File: src/sv/fcsw_pkg.sv
package fcsw_pkg;

  localparam int NUM_CHANNELS = 4;
  localparam int SAMPLE_WIDTH = 24;
  localparam int CH_W = 2;

  // function codes
  localparam logic [1:0] FUNC_TARE    = 2'd0;
  localparam logic [1:0] FUNC_SPAN    = 2'd1;
  localparam logic [1:0] FUNC_MEASURE = 2'd2;

  // result kinds
  localparam logic [2:0] KIND_TARE_DONE = 3'd0;
  localparam logic [2:0] KIND_CAL_OK    = 3'd1;
  localparam logic [2:0] KIND_CAL_FAIL  = 3'd2;
  localparam logic [2:0] KIND_WEIGHT    = 3'd3;
  localparam logic [2:0] KIND_RAW       = 3'd4;

  // register indexes
  localparam logic [1:0] REG_CAL_WEIGHT = 2'd0;
  localparam logic [1:0] REG_SAMPLES    = 2'd1;
  localparam logic [1:0] REG_MIN_DEFL   = 2'd2;

  // phases
  localparam logic [1:0] PH_IDLE      = 2'd0;
  localparam logic [1:0] PH_TARE      = 2'd1;
  localparam logic [1:0] PH_TARE_DONE = 2'd2;
  localparam logic [1:0] PH_SPAN      = 2'd3;

  localparam int SUM_W = 33;   // sums of up to 255 samples, with margin
  localparam int TOT_W = 36;
  localparam int NUM_W = 40;   // weighted deflection sum
  localparam int MAG_W = 64;   // dividend width
  localparam int DIV_CNT_W = 7;

  typedef struct packed {
    logic [1:0]                     func;
    logic [1:0]                     channel;
    logic signed [SAMPLE_WIDTH-1:0] sample;
  } in_word_t;

  typedef struct packed {
    logic [2:0]                     kind;
    logic signed [31:0]             weight_tenths;
    logic signed [SAMPLE_WIDTH-1:0] raw_value;
    logic [1:0]                     raw_channel;
  } out_word_t;

  typedef struct packed {
    logic            start;
    logic [MAG_W-1:0] dividend;
    logic [TOT_W-1:0] divisor;
  } div_req_t;

  typedef struct packed {
    logic             done;
    logic [MAG_W-1:0] quotient;
    logic [TOT_W:0]   remainder;
  } div_rsp_t;

endpackage

File: src/sv/fcsw_divider.sv
module fcsw_divider (
  input  logic                clk,
  input  logic                rst_n,
  input  fcsw_pkg::div_req_t  req,
  output fcsw_pkg::div_rsp_t  rsp
);

  logic [fcsw_pkg::MAG_W-1:0]     q_r, q_nxt;
  logic [fcsw_pkg::TOT_W:0]       rem_r, rem_nxt;
  logic [fcsw_pkg::TOT_W-1:0]     dvs_r, dvs_nxt;
  logic [fcsw_pkg::DIV_CNT_W-1:0] cnt_r, cnt_nxt;
  logic                           busy_r, busy_nxt, done_r, done_nxt;
  logic [fcsw_pkg::TOT_W+1:0]     trial;
  logic [fcsw_pkg::TOT_W:0]       shifted;

  // one quotient bit per cycle, restoring
  always_comb begin
    shifted  = {rem_r[fcsw_pkg::TOT_W-1:0], q_r[fcsw_pkg::MAG_W-1]};
    trial    = {1'b0, shifted} - {2'b00, dvs_r};
    q_nxt    = q_r;
    rem_nxt  = rem_r;
    dvs_nxt  = dvs_r;
    cnt_nxt  = cnt_r;
    busy_nxt = busy_r;
    done_nxt = 1'b0;
    if (req.start) begin
      q_nxt    = req.dividend;
      rem_nxt  = '0;
      dvs_nxt  = req.divisor;
      cnt_nxt  = '0;
      busy_nxt = 1'b1;
    end else if (busy_r) begin
      if (!trial[fcsw_pkg::TOT_W+1]) begin
        rem_nxt = trial[fcsw_pkg::TOT_W:0];
        q_nxt   = {q_r[fcsw_pkg::MAG_W-2:0], 1'b1};
      end else begin
        rem_nxt = shifted;
        q_nxt   = {q_r[fcsw_pkg::MAG_W-2:0], 1'b0};
      end
      cnt_nxt = cnt_r + 1'b1;
      if (cnt_r == fcsw_pkg::DIV_CNT_W'(fcsw_pkg::MAG_W - 1)) begin
        busy_nxt = 1'b0;
        done_nxt = 1'b1;
      end
    end
  end

  always_ff @(posedge clk) begin
    if (!rst_n) begin
      busy_r <= 1'b0;
      done_r <= 1'b0;
      cnt_r  <= '0;
    end else begin
      busy_r <= busy_nxt;
      done_r <= done_nxt;
      cnt_r  <= cnt_nxt;
    end
    q_r   <= q_nxt;
    rem_r <= rem_nxt;
    dvs_r <= dvs_nxt;
  end

  assign rsp.done      = done_r;
  assign rsp.quotient  = q_r;
  assign rsp.remainder = rem_r;

endmodule

File: config.mk
export PLATFORM = sky130hd
export DESIGN_NAME = fcsw_divider
export DESIGN_NICKNAME = d
export VERILOG_FILES = /design/src/sv/fcsw_pkg.sv /design/src/sv/fcsw_divider.sv
export SDC_FILE = /design/constraint.sdc
export NUM_CORES = 1
export LEC_CHECK = 0
export BUFFER_PORTS_ARGS = -buffer_cell sky130_fd_sc_hd__buf_2
export CELL_PAD_IN_SITES_DETAIL_PLACEMENT = 0
export CELL_PAD_IN_SITES_GLOBAL_PLACEMENT = 1
export CORE_MARGIN = 2
export CORE_UTILIZATION = 41
export CTS_CLUSTER_DIAMETER = 100
export DETAILED_ROUTE_END_ITERATION = 10
export PLACE_DENSITY = 0.83
export SLEW_MARGIN = 0
export SYNTH_ARGS = -nofsm -noshare
export SYNTH_HDL_FRONTEND = slang
export SYNTH_SLANG_ARGS = --single-unit
File: constraint.sdc
create_clock -name clk -period 3.6 [get_ports clk]
set_clock_uncertainty 0.05 [all_clocks]
set_input_delay 0.72 -clock clk [delete_from_list [all_inputs] [get_ports clk]]
set_output_delay 0.72 -clock clk [all_outputs]
set_load 0.02 [all_outputs]
Word level (Yosys, flattened, before mapping)
Index checks and enable logic that the tools add are counted.

Register bits after elaboration: 146. Output and inout bits: 102. Word-level logic and storage cells: 22.

Add/sub/neg operators: 2. Equality and inequality tests: 1. Multiplexer cells: 8. Bitwise logic cells: 2. Reduce and logical (&&, ||, !) cells: 3.

Operators by type and width (number): 64-bit two-way mux (2); 37-bit by 36-bit subtractor with 38-bit output (1); 37-bit two-way mux (1); 7-bit by 1-bit adder with 7-bit output (second input constant) (1); 7-bit by 6-bit == test with 1-bit output (second input constant) (1); 1-bit two-way mux (5); 3-bit OR reduction (1); 1-bit NOT (2); 2-bit nonzero test (1); 2-bit OR reduction (1).

Logic depth before layout (Yosys ltp)
Gate-level depths: netlist of the first run.

Depth after elaboration: 4. Depth in mapped cells: 14.

Worst setup path before layout of the first run
OpenSTA, ideal clock, no wires.

Path type: input -> register. Start point: input req[100] in the netlist's numbering. End point: register q_r[0] in the netlist's numbering, enable pin. Data arrival time: 2.428 ns. Path slack: 0.705 ns. Stages on the path: 4. Path through: clkbuf_1 -> nor2_1 -> clkbuf_1 -> inv_1.

Longest elaborated chain between the ends: 1.

RTL lines: start, declared (RTL line fcsw_divider.sv:4) `input fcsw_pkg::div_req_t req,`; 2-bit nonzero test (no line); end signal, assigned (RTL line fcsw_divider.sv:58) `q_r <= q_nxt;`; end, declared (RTL line fcsw_divider.sv:8) `logic [fcsw_pkg::MAG_W-1:0] q_r, q_nxt;`.

Every way passes these cells. A chain may end at the register's enable or synchronous reset.

Worst setup path after layout of the first run
Start point: register dvs_r[1] in the netlist's numbering. End point: register rem_r[7] in the netlist's numbering.

Longest elaborated chain between the ends: 2.

RTL lines: start, declared (RTL line fcsw_divider.sv:10) `logic [fcsw_pkg::TOT_W-1:0] dvs_r, dvs_nxt;`; start signal, assigned (RTL line fcsw_divider.sv:60) `dvs_r <= dvs_nxt;`; 37-bit by 36-bit subtractor with 38-bit output (RTL line fcsw_divider.sv:19) `trial = {1'b0, shifted} - {2'b00, dvs_r};`; 37-bit two-way mux (RTL line fcsw_divider.sv:33) `if (!trial[fcsw_pkg::TOT_W+1]) begin`; end signal, assigned (RTL line fcsw_divider.sv:59) `rem_r <= rem_nxt;`; end, declared (RTL line fcsw_divider.sv:9) `logic [fcsw_pkg::TOT_W:0] rem_r, rem_nxt;`.

Every way passes these cells.

==> impl_metrics.yaml, run 1 <==
timing:
  setup_viol: 0
  tightestPinTransition_ns: 0.638
  period_needed_ns: 3.05
  fin_crit_sh_pct: 84.6
  slew_viol_final: 0
  rsz0062_at_grt: "false"
  max_slew_margin_pct: 57.3
  max_freq_mhz: 328
  hold_violations: 0
  fin_tns_setup_ns: 0
cts:
  cts-root-buf: "clkbuf_16"
  ctsHoldBuffers: 0
  cts_buffer_depth: 2
  clk_latency_ns: 0.43
  htreeDepth: 4
  clock-sinks: 146
  cts-resized-gates: 0
  cts_buffers: 17
  cts_tree: "yes"
  path_clk_slew_ns: 0.07
  postCtsSetupBuffers: 0
global_routing:
  grt_pass1_vias: 6279
  grt_max_degree: 79
  grt_pass1_wl_mm: 31.9
  antenna_found_initial: 4
  grt_usage_pct: 20.1
  grt_overflow: 0
floorplan:
  die_area_um2: 20500
  coreArea_um2: 18800
  num_io_pins: 205
  die-height_um: 143
  initial_core_util_pct: 42.1
  rows: 50
  fp.dieW_um: 143
critical_path:
  cp.arrival_ns: 3.33
  worst-path-buf-inv: 3
  crit_required_ns: 3.88
  critPathCaptureType: "flop"
  crit_type: "reg2reg"
  start_kind: "flop"
  cp_slowest_stage_delay_ns: 0.43
  cp_top_family: "compound AO/OA/AOI/OAI gates"
  cp_max_fo: 14
  path_cells: "inv_1 -> ha_1 -> nor2b_1 -> o31a_1 -> o211ai_1 -> o2111ai_1 -> a21o_1 -> a31o_2 -> inv_2 -> buf_4 -> nand2_1 -> a311oi_1"
  startpoint: "dvs_r[1]"
  cpMaxStageDelayCell: "edfxtp_1"
  critical_path.reg2reg.startpoint: "dvs_r[1]"
finish:
  area_growth_pct: 23.5
  fin_util_pct: 52.0
  drive_gt1_share_pct: 33.7
  design_area_um2: 9790
  nNetsFinal: 1091
route:
  vias_per_cell: 5.19
  drt_iter0_drc: 312
  wl_per_cell_um: 16.5
  vias: 6349
  first_pass_iters: 6
  drc_errors: 0
  wl_mm: 20.1
  ant_nets: 0
power:
  power.density_nw_per_um2: 508
  power.share.switching_pct: 31.6
  switchingPower_uw: 1570
  p_int_uw: 3400
  clockPowerShare_pct: 35.8
  p_leak_uw: 0.00423
  peakVddDrop_v: 0.000345
  comb_power_share_pct: 22.8
  seq_power_share_pct: 41.4
placement:
  io_buffers: 204
  dpl-instance-area_um2: 9210
  dp_hpwl_mm: 15.2
  finalWeightedCongestion: 0.853
worst_hold_path:
  min-delay-start: "req[13]"
  hold_path_class: "in2reg"
synth:
  syn_inst: 755
  synth.net_count: 896
  synth.top_cell.area_share_pct: 37.9
  yosys.area.top_type: "edfxtp_1"
  synth_area_um2: 7930
  synthFlopType: "edfxtp_1"
  yosysSeqAreaShare_pct: 49.5
  synthTopCellsByArea: "edfxtp_1, dfxtp_1, mux2_2, ha_1, nand2_1"
  yosys_register_bits: 146
  synth_cell_type_count: 60
  synth_warnings: 0
  synthArstFlopShare_pct: 0
  yosys-top-cells-count: "edfxtp_1, nand2_1, mux2_2, inv_1, nor2_1"
  yosysMostFrequentCell: "edfxtp_1"
  synth_edf_count: 100
  synth_area_per_cell_um2: 10.5
status:
  outcome: "finished clean"
flow_run:
  max_cap_violations: 0
==> state kept, by name, indices dropped and copies added (netlist names) <==
register  flops
dvs_r        36
done_r        1
rem_r        37
busy_r        1
cnt_r         7
q_r          64
==> layout make-up <==
class,instances,area [um2]
multi-input cells,516,3630
inverters,56,210
fillers,1752,9040
repair buffers,213,1120
well taps,260,325
diodes,1,2.50
clock inverters,14,158
clock buffers,17,425
flip-flops and latches,146,3930
==> per-layer routing <==
layer	routed length, um	global-route usage, %	part of all wire (%)	vias up
met5	48	0	0.24	-
met4	276	6.25	1.4	6
met3	1690	8.01	8.4	27
met2	9490	33.0	47	203
met1	8640	24.3	43	2963
li1	-	-	-	3150
==> power groups by stage <==
stage | Combinational (uW) | Sequential, uW | Clock [uW]
final | 1140 | 2060 | 1780
after detailed placement | 1140 | 2100 | 0
after CTS | 1140 | 2060 | 1820
after global routing | 1260 | 2080 | 1880
after floorplan | 663 | 2220 | 0
after global placement | 1130 | 2090 | 0
==> final timing paths <==
kind,endpoint,slack (ns),cells after the start
setup reg to reg,rem_r[7],0.55,12
setup / recovery,rem_r[7],0.55,12
hold reg to reg,cnt_r[6],0.43,2
hold / removal,dvs_r[13],0.41,1
==> logic make-up (layout without fill, tap and decap cells) <==
family | count (synthesis) | in the layout | synth area share (%)
compound gates | 178 | 178 | 15.0
xor+xnor | 30 | 30 | 3.31
fa+ha+maj | 38 | 38 | 6.09
buf+inv | 93 | 300 | 4.69
flops | 146 | 146 | 49.5
mux | 71 | 71 | 9.99
other cells | 0 | 1 | 0
simple gates | 199 | 199 | 11.4
==> through the flow <==
stage | std cells | setup WS, ns | hold slack [ns] | total power, uW
after floorplan | 755 | 0.705 | 0.404 | 2880
after global placement | 1191 | 0.617 | 0.412 | 3230
after detailed placement | 1191 | 0.539 | 0.424 | 3230
after CTS | 1222 | 0.505 | 0.390 | 5030
after global routing | 1222 | 0.324 | 0.392 | 5220
final | 1223 | 0.554 | 0.410 | 4980
==> cells in the final DEF, fill, tap and decap left out, types with 16 or more instances in the layout <==
cell,instances
a21oi_1,45
a311oi_1,16
buf_2,203
clkbuf_16,17
dfxtp_1,45
edfxtp_1,100
ha_1,37
inv_1,54
mux2_2,65
nand2_1,76
nand3_1,16
nor2_1,52
o21ai_0,39
xnor2_1,17
No activity file was read; power rests on OpenSTA's default activity.
==> run 2, diff against run 1 <==
==> constraint.sdc (replaced) <==
create_clock -name clk -period 2.9 [get_ports clk]
set_clock_uncertainty 0.05 [all_clocks]
set_input_delay 0.58 -clock clk [delete_from_list [all_inputs] [get_ports clk]]
set_output_delay 0.58 -clock clk [all_outputs]
set_load 0.02 [all_outputs]
==> impl_metrics.yaml, run 2 (synthesis results as in run 1) <==
power:
  comb_power_share_pct: 25.8
  p_leak_uw: 0.00455
  p_int_uw: 4470
  power.share.switching_pct: 31.1
  power.density_nw_per_um2: 617
  switchingPower_uw: 2020
  peakVddDrop_v: 0.000381
  seq_power_share_pct: 39.4
  total_power_uw: 6490
  clockPowerShare_pct: 34.8
timing:
  worst_slack_ns: -0.0829
  holdWs_ns: 0.273
  rsz0062_at_grt: "true"
  max_slew_margin_pct: 64.0
  period_needed_ns: 2.98
  tightestPinTransition_ns: 0.540
  fin_crit_sh_pct: 103
  setup_viol: 2
  hold_violations: 0
  max_freq_mhz: 335
  slew_viol_final: 0
route:
  wl_per_cell_um: 16.7
  vias: 6594
  wl_mm: 21.3
  first_pass_iters: 5
  drc_errors: 0
  drt_iter0_drc: 405
  vias_per_cell: 5.16
  ant_nets: 0
flow_run:
  max_cap_violations: 0
critical_path:
  start_kind: "flop"
  crit_type: "reg2reg"
  crit_top_cell: "o31a_1"
  cpMaxStageDelayCell: "or4_1"
  path_cells: "inv_1 -> ha_1 -> nor2b_4 -> o31a_1 -> o211ai_1 -> nand4_1 -> o211a_1 -> o31a_1 -> or4_1 -> a31oi_1 -> a211oi_1"
  crit_required_ns: 3.12
  critPathCaptureType: "flop"
  cp.arrival_ns: 3.20
  cp_slowest_stage_delay_ns: 0.40
  worst-path-buf-inv: 1
  cp_max_fo: 4
  cp_top_family: "compound AO/OA/AOI/OAI gates"
floorplan:
  die_area_um2: 20500
  initial_core_util_pct: 42.1
  fp.dieW_um: 143
  rows: 50
  coreArea_um2: 18800
  num_io_pins: 205
  die-height_um: 143
finish:
  regMostFlops: "q_r"
  final_common_cell: "buf_2"
  area_growth_pct: 32.7
  largest_register_ffs: 64
  final_cells: 1278
  layout.cells.most_common_list: "buf_2, edfxtp_1, nand2_1, mux2_2, buf_4"
  drive_gt1_share_pct: 40.3
  nNetsFinal: 1145
  top_regs: "q_r (64), rem_r (37), dvs_r (36)"
global_routing:
  grt_usage_pct: 20.7
  grt_pass1_vias: 6296
  grt_pass1_wl_mm: 32.7
  antenna_found_initial: 3
  grt_max_degree: 65
  grt_overflow: 0
worst_hold_path:
  hold_path_class: "in2reg"
status:
  violations: "setup timing"
  outcome: "finished, violations left"
cts:
  clk_latency_ns: 0.43
  ctsHoldBuffers: 0
  cts_tree: "yes"
  cts_buffer_depth: 2
  clock-sinks: 146
  cts-root-buf: "clkbuf_16"
  path_clk_slew_ns: 0.07
  cts_buffers: 17
  htreeDepth: 4
placement:
  pre_cts_ws_ns: -0.0691
  io_buffers: 204
  placed_cells: 1231
  finalWeightedCongestion: 0.883
  dp_hpwl_mm: 15.5
## run 2: cell count changes in the layout (fill, tap and decap cells not counted), sizes merged
cell / before / now
buf: 213 / 265
clkbuf: 17 / 19
clkinvlp: 1 / 3
inv: 66 / 64
bufinv: 1 / 2
clkinv: 2 / 1
diode: 1 / 2
## run 2: worst reg2reg max path, stage by stage, from the launching register on
cell and delay, ns:
edfxtp_1 0.39, inv_1 0.08, ha_1 0.24, nor2b_4 0.14, o31a_1 0.28, o211ai_1 0.22
nand4_1 0.22, o211a_1 0.30, o31a_1 0.25, or4_1 0.40, a31oi_1 0.18, a211oi_1 0.09
## run 2: cell type report
class	instances	area (um2)
diodes	2	5.00
clock buffers	17	425
clock inverters	14	169
fillers	1690	8310
inverters	56	218
multi-input cells	516	3860
flip-flops and latches	146	3930
well taps	260	325
repair buffers	267	1600
## run 2: layer usage
layer,share of wire [%],track usage (%)
met4,1.4,6.15
met1,44,25.9
met3,7.7,7.34
met2,47,33.5
met5,0.061,0
## run 2: through the flow
| stage | area [um2] | util, % | setup TNS [ns] |
|---|---|---|---|
| final | 10500 | 55.9 | -0.0949 |
| after floorplan | 7930 | - | 0 |
| after global placement | 9520 | 50.6 | 0 |
| after CTS | 10200 | 54.0 | -0.0175 |
| after global routing | 10500 | 55.8 | -0.739 |
| after detailed placement | 9520 | 50.6 | -0.127 |
## run 2: power groups by stage
stage | Combinational (uW) | Clock (uW) | Sequential, uW
2_1_floorplan | 823 | 0 | 2750
3_3_place_gp | 1510 | 0 | 2590
3_5_place_dp | 1520 | 0 | 2590
4_1_cts | 1540 | 2320 | 2550
5_1_grt | 1830 | 2400 | 2580
6_report | 1670 | 2260 | 2560
## run 2: path summary, 6_finish.rpt
kind	cells after the start	end	startpoint	slack, ns
hold reg to reg	2	rem_r[36]	rem_r[36]	0.42
hold / removal	1	dvs_r[11]	req[11]	0.27
setup reg to reg	11	rem_r[33]	dvs_r[1]	-0.08
setup / recovery	11	rem_r[33]	dvs_r[1]	-0.08
## run 2: what timing repair did
action,in CTS,in global routing
buffers inserted,4,9
endpoints found under the setup margin,6,38
resized for setup,4,52
pin swaps,6,25
gates cloned,0,2
==> run 3, diff against run 2 <==
--- a/config.mk
+++ b/config.mk
@@ -9,10 +9,11 @@
 export CELL_PAD_IN_SITES_DETAIL_PLACEMENT = 0
 export CELL_PAD_IN_SITES_GLOBAL_PLACEMENT = 1
 export CORE_MARGIN = 2
-export CORE_UTILIZATION = 41
+export CORE_UTILIZATION = 37
 export CTS_CLUSTER_DIAMETER = 100
 export DETAILED_ROUTE_END_ITERATION = 10
-export PLACE_DENSITY = 0.83
+export PLACE_DENSITY = 0.8
+export SETUP_SLACK_MARGIN = 0.3
 export SLEW_MARGIN = 0
 export SYNTH_ARGS = -nofsm -noshare
 export SYNTH_HDL_FRONTEND = slang
==> constraint.sdc (replaced) <==
create_clock -name clk -period 2.4 [get_ports clk]
set_clock_uncertainty 0.05 [all_clocks]
set_input_delay 0.48 -clock clk [delete_from_list [all_inputs] [get_ports clk]]
set_output_delay 0.48 -clock clk [all_outputs]
set_load 0.02 [all_outputs]
==> impl_metrics.yaml, run 3 (synthesis results as in run 1) <==
cts:
  cts_buffer_depth: 2
  clk_latency_ns: 0.44
  ctsHoldBuffers: 0
  path_clk_slew_ns: 0.07
  cts_buffers: 17
  htreeDepth: 4
  cts-root-buf: "clkbuf_16"
  cts_tree: "yes"
  clock-sinks: 146
finish:
  final_common_cell: "buf_2"
  design_area_um2: 11600
  top_regs: "q_r (64), rem_r (37), dvs_r (36)"
  nNetsFinal: 1231
  fillers: 1877
  largest_register_ffs: 64
  regMostFlops: "q_r"
  drive_gt1_share_pct: 51.4
  final_cells: 1379
  area_growth_pct: 46.5
  layout.cells.most_common_list: "buf_2, buf_4, edfxtp_1, mux2_2, nand2_1"
critical_path:
  crit_required_ns: 2.65
  cp_max_fo: 3
  cp_slowest_stage_delay_ns: 0.41
  cp.arrival_ns: 3.08
  path_cells: "inv_1 -> ha_1 -> nor2b_4 -> o31a_1 -> o211ai_1 -> nand4_1 -> o211a_1 -> o31a_1 -> or4_1 -> a31oi_1 -> a211oi_1"
  critPathCaptureType: "flop"
  start_kind: "flop"
  crit_top_cell: "o31a_1"
  crit_type: "reg2reg"
  cpMaxStageDelayCell: "or4_1"
global_routing:
  grt_usage_pct: 20.6
  antenna_found_initial: 3
  grt_max_degree: 65
  grt_pass1_wl_mm: 35.9
  grt_pass1_vias: 7003
  grt_overflow: 0
timing:
  holdWs_ns: 0.174
  fin_tns_setup_ns: -11.70
  rsz0062_at_grt: "true"
  worst_slack_ns: -0.438
  max_slew_margin_pct: 63.4
  hold_violations: 0
  setup_viol: 38
  tightestPinTransition_ns: 0.543
  slew_viol_final: 0
  fin_crit_sh_pct: 118
  max_freq_mhz: 352
  period_needed_ns: 2.84
placement:
  finalWeightedCongestion: 0.861
  dpl-instance-area_um2: 10300
  placed_cells: 1328
  dp_hpwl_mm: 17.1
  io_buffers: 204
floorplan:
  num_io_pins: 205
  rows: 53
  initial_core_util_pct: 37.7
  die_area_um2: 22600
  die-height_um: 150
  fp.dieW_um: 150
  coreArea_um2: 21000
status:
  outcome: "finished, violations left"
  violations: "setup timing"
power:
  peakVddDrop_v: 0.000434
  power.density_nw_per_um2: 711
  p_leak_uw: 0.00511
  total_power_uw: 8260
route:
  drc_errors: 0
  ant_nets: 0
  wl_mm: 23.2
  vias: 7004
  wl_per_cell_um: 16.8
  first_pass_iters: 5
  drt_iter0_drc: 337
  vias_per_cell: 5.08
worst_hold_path:
  hold_path_class: "in2reg"
flow_run:
  max_cap_violations: 0
## run 3: cell count changes in the layout (fill, tap and decap cells not counted), sizes merged
cell and change:
clkinv +2, buf +88, clkbuf -1, bufinv -1, clkinvlp -1, diode -1
## run 3: critical path: cells and delay by family (launching register included)
kind / cells / cell delay, ns
compound gates: 6 / 1.28
fa+ha+maj: 1 / 0.23
buf+inv: 1 / 0.06
simple gates: 3 / 0.71
flops: 1 / 0.38
## run 3: worst paths after layout
| kind | from | slack, ns | endpoint | cells after the start |
|---|---|---|---|---|
| setup / recovery | dvs_r[1] | -0.44 | rem_r[33] | 11 |
| hold / removal | req[5] | 0.17 | dvs_r[5] | 1 |
| setup reg to reg | dvs_r[1] | -0.44 | rem_r[33] | 11 |
| hold reg to reg | cnt_r[5] | 0.45 | cnt_r[5] | 2 |
## run 3: area by class of cell
| type | instances | area, um2 | area share (%) |
|---|---|---|---|
| antenna | 1 | 2.50 | 0.0215 |
| clock inverter | 14 | 160 | 1.38 |
| clock buffer | 18 | 429 | 3.69 |
| tap | 275 | 344 | 2.96 |
| timing repair buffer | 353 | 2360 | 20.3 |
| sequential | 146 | 3940 | 33.9 |
| multi-input combinational | 516 | 4160 | 35.8 |
| inverter | 56 | 221 | 1.91 |
## run 3: metrics by stage
step           util [%]  setup slack, ns
6_report           55.3           -0.438
5_1_grt            55.2           -0.574
4_1_cts            53.9           -0.428
3_5_place_dp       49.0           -0.438
3_3_place_gp       49.0           -0.384
2_1_floorplan         -           -0.330
## run 3: power by group
| part | internal, uW | switching [uW] | leakage [uW] | total, uW |
|---|---|---|---|---|
| Clock | 1480 | 1200 | 0.000287 | 2680 |
| Sequential | 2950 | 127 | 0.00138 | 3080 |
| Combinational | 1190 | 1310 | 0.00344 | 2500 |
## run 3: what timing repair did
action                     CTS  global route
gates cloned                 3             0
setup endpoints to repair   38            38
gates resized for setup     72            54
buffers inserted            10             5
pin swaps                   40            27
## run 3: metal layers
layer	part of all wire [%]	global-route usage, %	vias up	wire length [um]
met1	42	24.8	3293	9680
li1	-	-	3436	-
met3	8.2	7.88	27	1910
met5	0.11	0	-	25
met4	1.5	5.47	4	342
met2	48	34.6	244	11200
